[config.mk]
export PLATFORM = sky130hd
export DESIGN_NAME = chunked_image_receive_controller
export DESIGN_NICKNAME = d
export VERILOG_FILES = /design/src/sv/circ_pkg.sv /design/src/sv/chunked_image_receive_controller.sv
export SDC_FILE = /design/constraint.sdc
export NUM_CORES = 2
export LEC_CHECK = 0
export BUFFER_PORTS_ARGS = -buffer_cell sky130_fd_sc_hd__buf_2
export CORE_MARGIN = 10
export CORE_UTILIZATION = 55
export CTS_BUF_LIST = sky130_fd_sc_hd__clkbuf_8
export CTS_CLUSTER_DIAMETER = 60
export CTS_CLUSTER_SIZE = 10
export DETAILED_ROUTE_END_ITERATION = 16
export GPL_TIMING_DRIVEN = 0
export PLACE_DENSITY = 0.78
export SETUP_SLACK_MARGIN = 0.4
export SLEW_MARGIN = 20
export SYNTH_ARGS = -nofsm -noshare
export SYNTH_HDL_FRONTEND = slang
export SYNTH_SLANG_ARGS = --single-unit
[constraint.sdc]
create_clock -name clk -period 16.85 [get_ports clk]
set_input_delay 3.37 -clock clk [delete_from_list [all_inputs] [get_ports clk]]
set_output_delay 3.37 -clock clk [all_outputs]
set_load 0.05 [all_outputs]
[src/sv/circ_pkg.sv]
package circ_pkg;

  // limits and widths
  localparam int unsigned CHUNK_MAX    = 1024;
  localparam int unsigned IN_DATA_W    = 136;
  localparam int unsigned OUT_DATA_W   = 88;
  localparam int unsigned CFG_IDX_W    = 1;
  localparam int unsigned FIFO_DEPTH   = 4;
  localparam int unsigned FIFO_PTR_W   = $clog2(FIFO_DEPTH);
  localparam int unsigned FIFO_CNT_W   = $clog2(FIFO_DEPTH + 1);

  localparam logic [31:0] TIMEOUT_RESET   = 32'd60000;
  localparam logic [31:0] PARTITION_RESET = 32'd1048576;

  // command selector on the input tuser
  typedef enum logic [2:0] {
    FUNC_BEGIN = 3'd0,
    FUNC_DATA  = 3'd1,
    FUNC_END   = 3'd2,
    FUNC_ABORT = 3'd3,
    FUNC_TICK  = 3'd4
  } func_t;

  // configuration register indexes
  typedef enum logic [CFG_IDX_W-1:0] {
    CFG_TIMEOUT   = 1'd0,
    CFG_PARTITION = 1'd1
  } cfg_idx_t;

  typedef enum logic [1:0] {
    OP_BEGIN = 2'd0,
    OP_DATA  = 2'd1,
    OP_END   = 2'd2,
    OP_ABORT = 2'd3
  } op_t;

  typedef enum logic [1:0] {
    ST_OK   = 2'd0,
    ST_ERR  = 2'd1,
    ST_BUSY = 2'd2
  } code_t;

  typedef enum logic [4:0] {
    MSG_BEGIN_OK       = 5'd0,
    MSG_REBOOT_PENDING = 5'd1,
    MSG_ALREADY_ACTIVE = 5'd2,
    MSG_WRONG_PROJECT  = 5'd3,
    MSG_BAD_BEGIN      = 5'd4,
    MSG_NO_SLOT        = 5'd5,
    MSG_TOO_LARGE      = 5'd6,
    MSG_FLASH_BEGIN    = 5'd7,
    MSG_NOT_ACTIVE     = 5'd8,
    MSG_BAD_CHUNK      = 5'd9,
    MSG_DUP_CHUNK      = 5'd10,
    MSG_OFFSET_BAD     = 5'd11,
    MSG_FLASH_WRITE    = 5'd12,
    MSG_CHUNK_OK       = 5'd13,
    MSG_REBOOTING      = 5'd14,
    MSG_SIZE_MISMATCH  = 5'd15,
    MSG_FLASH_END      = 5'd16,
    MSG_SET_BOOT       = 5'd17,
    MSG_ABORTED        = 5'd18,
    MSG_TIMEOUT        = 5'd19
  } msg_t;

  // one status word
  typedef struct packed {
    op_t         op;
    code_t       code;
    logic [15:0] seq_echo;
    logic [31:0] done_bytes;
    logic [31:0] total_bytes;
    msg_t        message;
    logic        last;
  } res_t;

  function automatic res_t mk_res(op_t op, code_t code, logic [15:0] seq,
                                  logic [31:0] done, logic [31:0] total, msg_t msg);
    res_t r;
    r.op          = op;
    r.code        = code;
    r.seq_echo    = seq;
    r.done_bytes  = done;
    r.total_bytes = total;
    r.message     = msg;
    r.last        = 1'b0;
    return r;
  endfunction

endpackage

[src/sv/chunked_image_receive_controller.sv]
// path: a command word is registered in the input stage, then evaluated into the result
//   fifo once it has room for two status words; out_* offers the word at the fifo head
// throughput: one command word per cycle while the result fifo has room for two status
//   words; a command may yield two, so the one-word output port sets the sustained rate
// reset: synchronous active-low rst_n clears transfer state, reboot latch and fifo
//   pointers and reloads timeout_ticks = 60000 and partition_size = 1048576
module chunked_image_receive_controller (
  input  logic                                  clk,
  input  logic                                  rst_n,
  // command channel
  input  logic                                  in_tvalid,
  output logic                                  in_tready,
  // seq, image_bytes, max_chunk, offset, chunk_len, payload_bytes,
  // project_ok, flash_ok, boot_ok
  input  logic [circ_pkg::IN_DATA_W-1:0]        in_tdata,
  // func
  input  logic [2:0]                            in_tuser,
  // status channel
  output logic                                  out_tvalid,
  input  logic                                  out_tready,
  // code, seq_echo, done_bytes, total_bytes, message
  output logic [circ_pkg::OUT_DATA_W-1:0]       out_tdata,
  // op
  output logic [1:0]                            out_tuser,
  output logic                                  out_tlast,
  // configuration write channel
  input  logic                                  cfg_valid,
  output logic                                  cfg_ready,
  input  logic [circ_pkg::CFG_IDX_W-1:0]        cfg_index,
  input  logic [31:0]                           cfg_data
);

  // configuration registers
  logic [31:0] timeout_ticks_r;
  logic [31:0] partition_size_r;

  // transfer state
  logic        active_r,         active_nxt;
  logic [31:0] expected_size_r,  expected_size_nxt;
  logic [31:0] written_bytes_r,  written_bytes_nxt;
  logic [15:0] last_seq_r,       last_seq_nxt;
  logic [31:0] idle_ticks_r,     idle_ticks_nxt;
  logic        reboot_pending_r, reboot_pending_nxt;
  logic [15:0] reboot_seq_r,     reboot_seq_nxt;
  logic [31:0] reboot_total_r,   reboot_total_nxt;

  // input register
  logic                           stage_valid_r;
  logic [circ_pkg::IN_DATA_W-1:0] stage_data_r;
  logic [2:0]                     stage_func_r;
  logic                           stage_fire;
  logic                           in_accept;

  // unpacked command fields
  circ_pkg::func_t func;
  logic [15:0] seq;
  logic [31:0] isz;
  logic [15:0] csz;
  logic [31:0] off;
  logic [15:0] clen;
  logic [15:0] pay;
  logic        proj_ok;
  logic        flash_ok;
  logic        boot_ok;

  // command evaluation
  logic [31:0] idle_pre;
  logic        chk;
  logic        stale;
  logic        has_main;
  logic [32:0] end_sum;
  circ_pkg::res_t abort_res;
  circ_pkg::res_t main_res;
  circ_pkg::res_t push0;
  circ_pkg::res_t push1;
  logic [1:0]  push_n;

  // result fifo
  circ_pkg::res_t fifo_mem [circ_pkg::FIFO_DEPTH];
  logic [circ_pkg::FIFO_PTR_W-1:0] wr_ptr_r, rd_ptr_r;
  logic [circ_pkg::FIFO_CNT_W-1:0] count_r;
  logic                            pop;
  circ_pkg::res_t                  head;

  assign cfg_ready = 1'b1;

  // configuration writes
  always_ff @(posedge clk) begin
    if (!rst_n) begin
      timeout_ticks_r  <= circ_pkg::TIMEOUT_RESET;
      partition_size_r <= circ_pkg::PARTITION_RESET;
    end else if (cfg_valid && cfg_ready) begin
      unique case (circ_pkg::cfg_idx_t'(cfg_index))
        circ_pkg::CFG_TIMEOUT:   timeout_ticks_r  <= cfg_data;
        circ_pkg::CFG_PARTITION: partition_size_r <= cfg_data;
        default: ;
      endcase
    end
  end

  // input stage handshake: evaluate only with room for two status words
  assign stage_fire = stage_valid_r &&
                      (count_r <= circ_pkg::FIFO_CNT_W'(circ_pkg::FIFO_DEPTH - 2));
  assign in_tready  = !stage_valid_r || stage_fire;
  assign in_accept  = in_tvalid && in_tready;

  always_ff @(posedge clk) begin
    if (!rst_n) begin
      stage_valid_r <= 1'b0;
    end else if (in_accept) begin
      stage_valid_r <= 1'b1;
    end else if (stage_fire) begin
      stage_valid_r <= 1'b0;
    end
  end

  always_ff @(posedge clk) begin
    if (in_accept) begin
      stage_data_r <= in_tdata;
      stage_func_r <= in_tuser;
    end
  end

  // field unpack
  assign func     = circ_pkg::func_t'(stage_func_r);
  assign seq      = stage_data_r[15:0];
  assign isz      = stage_data_r[47:16];
  assign csz      = stage_data_r[63:48];
  assign off      = stage_data_r[95:64];
  assign clen     = stage_data_r[111:96];
  assign pay      = stage_data_r[127:112];
  assign proj_ok  = stage_data_r[128];
  assign flash_ok = stage_data_r[129];
  assign boot_ok  = stage_data_r[130];

  // idle count after a tick, saturating
  always_comb begin
    idle_pre = idle_ticks_r;
    if (func == circ_pkg::FUNC_TICK && active_r && idle_ticks_r != '1) begin
      idle_pre = idle_ticks_r + 32'd1;
    end
  end

  // which commands look at staleness first
  always_comb begin
    case (func)
      circ_pkg::FUNC_BEGIN: chk = !reboot_pending_r;
      circ_pkg::FUNC_DATA:  chk = 1'b1;
      circ_pkg::FUNC_END:   chk = !(reboot_pending_r && seq == reboot_seq_r &&
                                    isz == reboot_total_r);
      circ_pkg::FUNC_TICK:  chk = 1'b1;
      default:              chk = 1'b0;
    endcase
  end

  assign stale   = chk && active_r && (idle_pre > timeout_ticks_r);
  assign end_sum = {1'b0, off} + {17'b0, clen};

  assign abort_res = circ_pkg::mk_res(circ_pkg::OP_ABORT, circ_pkg::ST_ERR, last_seq_r,
                                      written_bytes_r, expected_size_r,
                                      circ_pkg::MSG_TIMEOUT);

  // command evaluation and next state
  always_comb begin
    active_nxt         = active_r;
    expected_size_nxt  = expected_size_r;
    written_bytes_nxt  = written_bytes_r;
    last_seq_nxt       = last_seq_r;
    idle_ticks_nxt     = idle_pre;
    reboot_pending_nxt = reboot_pending_r;
    reboot_seq_nxt     = reboot_seq_r;
    reboot_total_nxt   = reboot_total_r;
    has_main           = 1'b1;
    main_res           = circ_pkg::mk_res(circ_pkg::OP_ABORT, circ_pkg::ST_OK, seq,
                                          32'd0, 32'd0, circ_pkg::MSG_ABORTED);

    // stale transfer is dropped before the command itself
    if (stale) begin
      active_nxt        = 1'b0;
      expected_size_nxt = '0;
      written_bytes_nxt = '0;
      last_seq_nxt      = '0;
      idle_ticks_nxt    = '0;
    end

    case (func)
      circ_pkg::FUNC_BEGIN: begin
        if (reboot_pending_r) begin
          main_res = circ_pkg::mk_res(circ_pkg::OP_BEGIN, circ_pkg::ST_BUSY, seq,
                       reboot_total_r, reboot_total_r, circ_pkg::MSG_REBOOT_PENDING);
        end else if (active_nxt) begin
          if (seq == last_seq_nxt && written_bytes_nxt == '0 &&
              isz == expected_size_nxt) begin
            // repeated begin
            idle_ticks_nxt = '0;
            main_res = circ_pkg::mk_res(circ_pkg::OP_BEGIN, circ_pkg::ST_OK, seq,
                         32'd0, expected_size_nxt, circ_pkg::MSG_BEGIN_OK);
          end else begin
            main_res = circ_pkg::mk_res(circ_pkg::OP_BEGIN, circ_pkg::ST_BUSY, seq,
                         written_bytes_nxt, expected_size_nxt,
                         circ_pkg::MSG_ALREADY_ACTIVE);
          end
        end else if (!proj_ok) begin
          main_res = circ_pkg::mk_res(circ_pkg::OP_BEGIN, circ_pkg::ST_ERR, seq,
                       32'd0, isz, circ_pkg::MSG_WRONG_PROJECT);
        end else if (csz == '0 || csz > 16'(circ_pkg::CHUNK_MAX) || isz == '0) begin
          main_res = circ_pkg::mk_res(circ_pkg::OP_BEGIN, circ_pkg::ST_ERR, seq,
                       32'd0, isz, circ_pkg::MSG_BAD_BEGIN);
        end else if (partition_size_r == '0) begin
          main_res = circ_pkg::mk_res(circ_pkg::OP_BEGIN, circ_pkg::ST_ERR, seq,
                       32'd0, isz, circ_pkg::MSG_NO_SLOT);
        end else if (isz > partition_size_r) begin
          main_res = circ_pkg::mk_res(circ_pkg::OP_BEGIN, circ_pkg::ST_ERR, seq,
                       32'd0, isz, circ_pkg::MSG_TOO_LARGE);
        end else if (!flash_ok) begin
          main_res = circ_pkg::mk_res(circ_pkg::OP_BEGIN, circ_pkg::ST_ERR, seq,
                       32'd0, isz, circ_pkg::MSG_FLASH_BEGIN);
        end else begin
          // open a new transfer
          active_nxt        = 1'b1;
          expected_size_nxt = isz;
          written_bytes_nxt = '0;
          last_seq_nxt      = seq;
          idle_ticks_nxt    = '0;
          main_res = circ_pkg::mk_res(circ_pkg::OP_BEGIN, circ_pkg::ST_OK, seq,
                       32'd0, isz, circ_pkg::MSG_BEGIN_OK);
        end
      end

      circ_pkg::FUNC_DATA: begin
        if (!active_nxt) begin
          main_res = circ_pkg::mk_res(circ_pkg::OP_DATA, circ_pkg::ST_ERR, seq,
                       32'd0, 32'd0, circ_pkg::MSG_NOT_ACTIVE);
        end else if (clen == '0 || clen > 16'(circ_pkg::CHUNK_MAX) || pay < clen) begin
          main_res = circ_pkg::mk_res(circ_pkg::OP_DATA, circ_pkg::ST_ERR, seq,
                       written_bytes_nxt, expected_size_nxt, circ_pkg::MSG_BAD_CHUNK);
        end else if (off != written_bytes_nxt || end_sum > {1'b0, expected_size_nxt}) begin
          if (seq == last_seq_nxt && off < written_bytes_nxt &&
              end_sum == {1'b0, written_bytes_nxt}) begin
            // repeated chunk
            idle_ticks_nxt = '0;
            main_res = circ_pkg::mk_res(circ_pkg::OP_DATA, circ_pkg::ST_OK, seq,
                         written_bytes_nxt, expected_size_nxt, circ_pkg::MSG_DUP_CHUNK);
          end else begin
            main_res = circ_pkg::mk_res(circ_pkg::OP_DATA, circ_pkg::ST_ERR, seq,
                         written_bytes_nxt, expected_size_nxt, circ_pkg::MSG_OFFSET_BAD);
          end
        end else if (!flash_ok) begin
          main_res = circ_pkg::mk_res(circ_pkg::OP_DATA, circ_pkg::ST_ERR, seq,
                       written_bytes_nxt, expected_size_nxt, circ_pkg::MSG_FLASH_WRITE);
          active_nxt        = 1'b0;
          expected_size_nxt = '0;
          written_bytes_nxt = '0;
          last_seq_nxt      = '0;
          idle_ticks_nxt    = '0;
        end else begin
          written_bytes_nxt = end_sum[31:0];
          last_seq_nxt      = seq;
          idle_ticks_nxt    = '0;
          main_res = circ_pkg::mk_res(circ_pkg::OP_DATA, circ_pkg::ST_OK, seq,
                       end_sum[31:0], expected_size_nxt, circ_pkg::MSG_CHUNK_OK);
        end
      end

      circ_pkg::FUNC_END: begin
        if (!chk) begin
          // repeated end after a finished transfer
          main_res = circ_pkg::mk_res(circ_pkg::OP_END, circ_pkg::ST_OK, seq,
                       reboot_total_r, reboot_total_r, circ_pkg::MSG_REBOOTING);
        end else if (!active_nxt) begin
          main_res = circ_pkg::mk_res(circ_pkg::OP_END, circ_pkg::ST_ERR, seq,
                       32'd0, 32'd0, circ_pkg::MSG_NOT_ACTIVE);
        end else begin
          if (isz != expected_size_nxt || written_bytes_nxt != expected_size_nxt) begin
            main_res = circ_pkg::mk_res(circ_pkg::OP_END, circ_pkg::ST_ERR, seq,
                         written_bytes_nxt, expected_size_nxt,
                         circ_pkg::MSG_SIZE_MISMATCH);
          end else if (!flash_ok) begin
            main_res = circ_pkg::mk_res(circ_pkg::OP_END, circ_pkg::ST_ERR, seq,
                         written_bytes_nxt, expected_size_nxt, circ_pkg::MSG_FLASH_END);
          end else if (!boot_ok) begin
            main_res = circ_pkg::mk_res(circ_pkg::OP_END, circ_pkg::ST_ERR, seq,
                         written_bytes_nxt, expected_size_nxt, circ_pkg::MSG_SET_BOOT);
          end else begin
            reboot_pending_nxt = 1'b1;
            reboot_seq_nxt     = seq;
            reboot_total_nxt   = expected_size_nxt;
            main_res = circ_pkg::mk_res(circ_pkg::OP_END, circ_pkg::ST_OK, seq,
                         written_bytes_nxt, expected_size_nxt, circ_pkg::MSG_REBOOTING);
          end
          // every outcome here closes the transfer
          active_nxt        = 1'b0;
          expected_size_nxt = '0;
          written_bytes_nxt = '0;
          last_seq_nxt      = '0;
          idle_ticks_nxt    = '0;
        end
      end

      circ_pkg::FUNC_ABORT: begin
        if (reboot_pending_r) begin
          main_res = circ_pkg::mk_res(circ_pkg::OP_ABORT, circ_pkg::ST_BUSY, seq,
                       reboot_total_r, reboot_total_r, circ_pkg::MSG_REBOOT_PENDING);
        end else begin
          active_nxt        = 1'b0;
          expected_size_nxt = '0;
          written_bytes_nxt = '0;
          last_seq_nxt      = '0;
          idle_ticks_nxt    = '0;
          main_res = circ_pkg::mk_res(circ_pkg::OP_ABORT, circ_pkg::ST_OK, seq,
                       32'd0, 32'd0, circ_pkg::MSG_ABORTED);
        end
      end

      circ_pkg::FUNC_TICK: has_main = 1'b0;

      default: has_main = 1'b0;
    endcase
  end

  // order the status words and mark the final one
  always_comb begin
    push0      = abort_res;
    push1      = main_res;
    push1.last = 1'b1;
    push_n     = {1'b0, stale} + {1'b0, has_main};
    if (!stale) begin
      push0 = main_res;
    end
    if (push_n == 2'd1) begin
      push0.last = 1'b1;
    end
    if (!stage_fire) begin
      push_n = 2'd0;
    end
  end

  // state registers
  always_ff @(posedge clk) begin
    if (!rst_n) begin
      active_r         <= 1'b0;
      expected_size_r  <= '0;
      written_bytes_r  <= '0;
      last_seq_r       <= '0;
      idle_ticks_r     <= '0;
      reboot_pending_r <= 1'b0;
      reboot_seq_r     <= '0;
      reboot_total_r   <= '0;
    end else if (stage_fire) begin
      active_r         <= active_nxt;
      expected_size_r  <= expected_size_nxt;
      written_bytes_r  <= written_bytes_nxt;
      last_seq_r       <= last_seq_nxt;
      idle_ticks_r     <= idle_ticks_nxt;
      reboot_pending_r <= reboot_pending_nxt;
      reboot_seq_r     <= reboot_seq_nxt;
      reboot_total_r   <= reboot_total_nxt;
    end
  end

  // result fifo storage
  always_ff @(posedge clk) begin
    if (push_n != 2'd0) begin
      fifo_mem[wr_ptr_r] <= push0;
    end
    if (push_n == 2'd2) begin
      fifo_mem[wr_ptr_r + circ_pkg::FIFO_PTR_W'(1)] <= push1;
    end
  end

  // result fifo pointers
  assign pop = out_tvalid && out_tready;

  always_ff @(posedge clk) begin
    if (!rst_n) begin
      wr_ptr_r <= '0;
      rd_ptr_r <= '0;
      count_r  <= '0;
    end else begin
      wr_ptr_r <= wr_ptr_r + circ_pkg::FIFO_PTR_W'(push_n);
      rd_ptr_r <= rd_ptr_r + circ_pkg::FIFO_PTR_W'(pop);
      count_r  <= count_r + circ_pkg::FIFO_CNT_W'(push_n)
                          - circ_pkg::FIFO_CNT_W'(pop);
    end
  end

  // output word
  assign head       = fifo_mem[rd_ptr_r];
  assign out_tvalid = (count_r != '0);
  assign out_tdata  = {1'b0, head.message, head.total_bytes, head.done_bytes,
                       head.seq_echo, head.code};
  assign out_tuser  = head.op;
  assign out_tlast  = head.last;

`ifndef NO_ASSERTIONS
  // fifo never overfills
  a_fifo_bound: assert property (@(posedge clk) disable iff (!rst_n)
    count_r <= circ_pkg::FIFO_CNT_W'(circ_pkg::FIFO_DEPTH))
    else $error("result fifo overflow");

  // reboot latch holds until reset
  a_reboot_hold: assert property (@(posedge clk) disable iff (!rst_n)
    reboot_pending_r |=> reboot_pending_r)
    else $error("reboot latch dropped");

  // an idle transfer carries no leftover counters
  a_idle_clear: assert property (@(posedge clk) disable iff (!rst_n)
    !active_r |-> (written_bytes_r == '0 && expected_size_r == '0 &&
                   idle_ticks_r == '0))
    else $error("inactive transfer has stale counters");

  // a tick never produces more than the timeout abort
  a_tick_single: assert property (@(posedge clk) disable iff (!rst_n)
    (stage_fire && func == circ_pkg::FUNC_TICK) |-> (push_n != 2'd2))
    else $error("tick produced two status words");
`endif

endmodule
-- After elaboration in Yosys (flattened, before gate mapping)
Memory sizes are Yosys's and may differ from the RTL's. A register that Yosys moved wholly into a read port is not among the register bits.
Cells that the tools add are included.
- bits in registers: 368
- latch bits: 0
- RAM bits: 360
- ROM bits: 0
- input bits: 177
- output and inout bits: 94
- memories: 1
- memories (name ; words ; width ; rd ports ; clocked after memory_dff ; write ports ; line ; RTL):
    fifo_mem ; 4 ; 90 ; 1 ; 1 ; 2 ; chunked_image_receive_controller.sv:79 ; circ_pkg::res_t fifo_mem [circ_pkg::FIFO_DEPTH];
- add/subtract/negate cells: 8
- multiply operators: 0
- divide/modulo/power cells: 0
- order comparisons: 8
- eq/ne operators: 15
- shift operators: 0
- mux-type cells: 112
- bitwise logic cells: 2
- reduce and logical (&&, ||, !) cells: 37
- operators by type and width (cell ; number):
    2-to-1 mux 32 bit ; 47
    2-to-1 mux 87 bit ; 12
    2-to-1 mux 90 bit ; 6
    one-hot mux 32 bit (4 select lines) ; 3
    one-hot mux 90 bit (4 select lines) ; 1
    2-to-1 mux 16 bit ; 15
    2-to-1 mux 88 bit ; 2
    logical NOT 32 bit ; 3
    != test 32 bit ; 3
    == test 32 bit ; 2
    greater-than comparator 32 bit ; 2
    one-hot mux 16 bit (4 select lines) ; 1
    adder 32 x 16 -> 33 bit ; 1
    == test 33 x 32 -> 1 bit ; 1
    greater-than comparator 33 x 32 -> 1 bit ; 1
    adder 32 x 1 -> 32 bit, second input constant ; 1
    == test 16 bit ; 2
    greater-than comparator 16 x 11 -> 1 bit, second input constant ; 2
    logical NOT 16 bit ; 2
    less-than comparator 32 bit ; 1
    != test 32 bit, second input constant ; 1
    2-to-1 mux 1 bit ; 21
    less-than comparator 16 bit ; 1
    logical AND 1 bit ; 13
    other kinds (25) ; 38

-- Logic depth before layout (Yosys ltp)
- depth in word-level cells: 18
- mapped depth: 44
- mapped depth without buffers: 36

-- Least setup slack after synthesis
No wires, ideal clock.
- kind: register to register
- start: register idle_ticks_r[24]
- end: memory fifo_mem[1][35] (netlist bit) (data pin)
- arrival: 8474 ps
- setup slack: 8223 ps
- cell stages (with the launch flop): 35
- path buffers: 8
- period minus slack after synthesis: 8627 ps
- path through: dfxtp_1 > and4_1 > and2_1 > and3_1 > nand3_1 > nor2_1 > a31oi_1 > nand3_1 > nor2_1 > nand2_1 > nor2_1 > and3_1 > xor2_1 > ha_1 > nand4_1 > nor4_1 > nor2b_1 > o31a_1 > or2_2 > buf_4 > nand2_8 > inv_2 > buf_6 > clkbuf_1 > clkbuf_1 > buf_1 > ha_1 > clkbuf_1 > mux2i_1 > or3_1 > clkbuf_1 > inv_1 > nand2_1 > clkbuf_1 > o21ai_0
- RTL lines (element ; line ; RTL):
    from (decl) ; chunked_image_receive_controller.sv:42 ; logic [31:0] idle_ticks_r, idle_ticks_nxt;
    from (signal assigned) ; chunked_image_receive_controller.sv:354 ; idle_ticks_r <= idle_ticks_nxt;
    to (decl) ; chunked_image_receive_controller.sv:79 ;

==> results.ini <==
[outcome]
status=completed

[power]
switching_share=0.375
combPwrFrac=0.303
p_leak_nw=16.6
seq_power_share=0.439
power-per-cell-area_mw_per_mm2=97.9
p_clk_frac=0.259
power.internal_w=0.00291
switchingPower_w=0.00174
max-vdd-ir-drop_mv=0.0757

[global_route]
grt_pass1_vias=37700
gr-total-overflow=0
antenna_found_initial=3
grt_use_total=0.378
grt_max_degree=70
grt_pass1_wl_um=252000

[timing]
min_period_ns=14.48
hold_viol=0
skew_ns=0.0680
max_freq_mhz=69.1
rsz0062_at_grt=false
worst_pin_slew_ns=1.29
finalMaxSlewViolations=0
whs_ns=0.464
setup_tns_ns=0
relSlewSlack=0.135
finalCritPeriodShare=0.859
setup_viol=0

[critical_path]
path_delay_family=simple AND/OR/NAND/NOR gates
worst-path-buf-inv=10
path_class=flip-flop to flip-flop
end_kind=flip-flop
rrSetupSlack_ns=2.37
worstPathArrival_ns=15.02
crit_slowest_cell=clkbuf_1
crit_fanout=10
worstPathRequired_ns=17.39
r2r_cells=38
cpPeakStageDelay_ns=0.93
cpMostUsedCell=clkbuf_1
startpoint_type=flip-flop
r2r-end=fifo_mem[2][68]
regToRegStartpoint=func[1]

[drt]
drcViolationCount=0
wl_per_cell_um=30.0
ant_nets=0
drtPass1Iterations=9
via_count=39800
vias_per_cell=6.80
drt_iter0_drc=5837
drt_wl_total_um=175000

[floorplanning]
die_w_um=300
io_pins=271
dieArea_mm2=0.0897
rows=102
initial_utilization=0.555
die-height_um=300
core_area_mm2=0.0775

[clock_network]
ctsResizeCount=0
insertion_delay_ns=0.78
clockBufferDepth=3
hold_buffers=0
htreeDepth=3
clk_pin_slew_ns=0.07
cts_setup_buffers=0
cts_tree=built
clkSinkCount=728
cts_buffers=88
cts_root_buffer=clkbuf_8

[layout]
post-route-util=0.613
drive_gt1_frac=0.119
area_delta_synth_final_pct=10.5
fillers=6513
final_cell_area_mm2=0.0475
nets=5086

[synthesis]
synth.distinct_cells=90
synth_top_area_frac=0.342
synth_area_mm2=0.0430
yosysTopAreaCell=edfxtp_1
async_reset_ff_frac=0
yosys-top-cells-area=edfxtp_1 (34%), dfxtp_1 (11%), a22o_1 (5.0%)
ys_seq_area_frac=0.453
synth.net_count=4720
ys.flop_type=edfxtp_1
ys_ff_latch=728
avgSynthCellArea_um2=9.83
yosysWarnings=0
synth_cells=4375
synth_most_common_cell=nand2_1
synth_edf_count=490
synth_common_cells=nand2_1 (499), edfxtp_1 (490), clkbuf_1 (313), o21ai_0 (313), a22o_1 (243)

[placed_design]
place_area_mm2=0.0459
port_buffers=262
place_hpwl_um=134000
place_congestion=1.11

[min_path]
holdCritPathClass=flip-flop to flip-flop
min_to=timeout_ticks_r[2]
min_from=timeout_ticks_r[2]
hold_depth=2

[job]
max-cap-violations=0

[layer usage]
metal / vias to the layer above / GRT usage / routed length (µm)
met5: - / 0 / 26
met4: 4 / 0.206 / 11500
met3: 602 / 0.0998 / 23000
met2: 3054 / 0.558 / 74900
met1: 19000 / 0.501 / 66000
li1: 17100 / - / -
[registers in the layout, indices dropped and copies added, names as in the netlist]
signal	count
partition_size_r	32
stage_data_r	131
func	3
written_bytes_r	32
reboot_seq_r	16
fifo_mem	360
reboot_pending_r	1
active_r	1
expected_size_r	32
reboot_total_r	32
stage_valid_r	1
last_seq_r	16
rd_ptr_r	2
count_r	3
timeout_ticks_r	32
wr_ptr_r	2
idle_ticks_r	32
[tightest hold or removal path, stage by stage, from the launching register on]
cell,delay (ns)
dfxtp_1,0.31
nand2_1,0.05
a21boi_0,0.06
[worst max-delay path by stage]
stage | depth (start not counted) | to | startpoint | slack [ns]
finish | 38 | fifo_mem[2][68] | func[1] | 2.37
CTS | 38 | fifo_mem[2][61] | func[1] | 3.18
global placement | 33 | fifo_mem[0][32] | func[1] | 2.68
global route | 39 | fifo_mem[3][59] | func[1] | 2.09
floorplan | 34 | fifo_mem[1][35] | idle_ticks_r[24] | 8.22
detailed placement | 38 | fifo_mem[1][68] | func[1] | 3.21
[logic make-up after synthesis]
family	after synthesis	share of synthesized area
DFF	728	0.453
buffers and inverters	593	0.0547
adders and majority gates	168	0.0493
AOI/OAI and AO/OA	1342	0.214
muxes	135	0.0579
and+or+nand+nor	1238	0.137
other	2	0.000175
xor gates and xnor gates	169	0.0344
[power by group through the flow]
stage / Clock [W] / Combinational [W] / Sequential (W)
final: 0.00120 / 0.00141 / 0.00204
after floorplan: 0 / 0.000963 / 0.00205
after global placement: 0 / 0.00135 / 0.00208
after detailed placement: 0 / 0.00138 / 0.00208
after global routing: 0.00128 / 0.00148 / 0.00204
after CTS: 0.00120 / 0.00138 / 0.00204
[layout make-up]
cell class                 count  area, µm²  share of cell area
sequential                   728      19500               0.410
buffer                       413       1680              0.0353
multi-input combinational   3054      21200               0.446
tap                         1040       1300              0.0274
inverter                     180        696              0.0146
clock buffer                  90       1240              0.0261
timing repair buffer         276       1530              0.0322
clock inverter                69        368             0.00774
antenna                        3       7.51            0.000158
[per-stage QoR]
| stage | setup WS, ns | cells | total power, W |
|---|---|---|---|
| CTS | 3.18 | 5849 | 0.00462 |
| floorplan | 8.22 | 4375 | 0.00301 |
| detailed placement | 3.21 | 5690 | 0.00345 |
| global placement | 2.68 | 5677 | 0.00344 |
| global route | 2.09 | 5851 | 0.00480 |
| finish | 2.37 | 5853 | 0.00465 |
[layout by cell type (no fill, tap or decap), types with 46 or more instances in the layout]
master	n
nand2_1	499
edfxtp_1	490
o21ai_0	313
clkbuf_1	312
buf_2	303
a22o_1	243
a21oi_1	238
dfxtp_1	238
inv_1	225
nor2_1	211
ha_1	166
nand3_1	140
xnor2_1	115
mux4_2	90
clkbuf_8	90
a21boi_0	88
nand4_1	81
nor4_1	57
xor2_1	54
a21o_1	46
o22ai_1	46
Note: power is estimated with default switching activity, not from simulation.
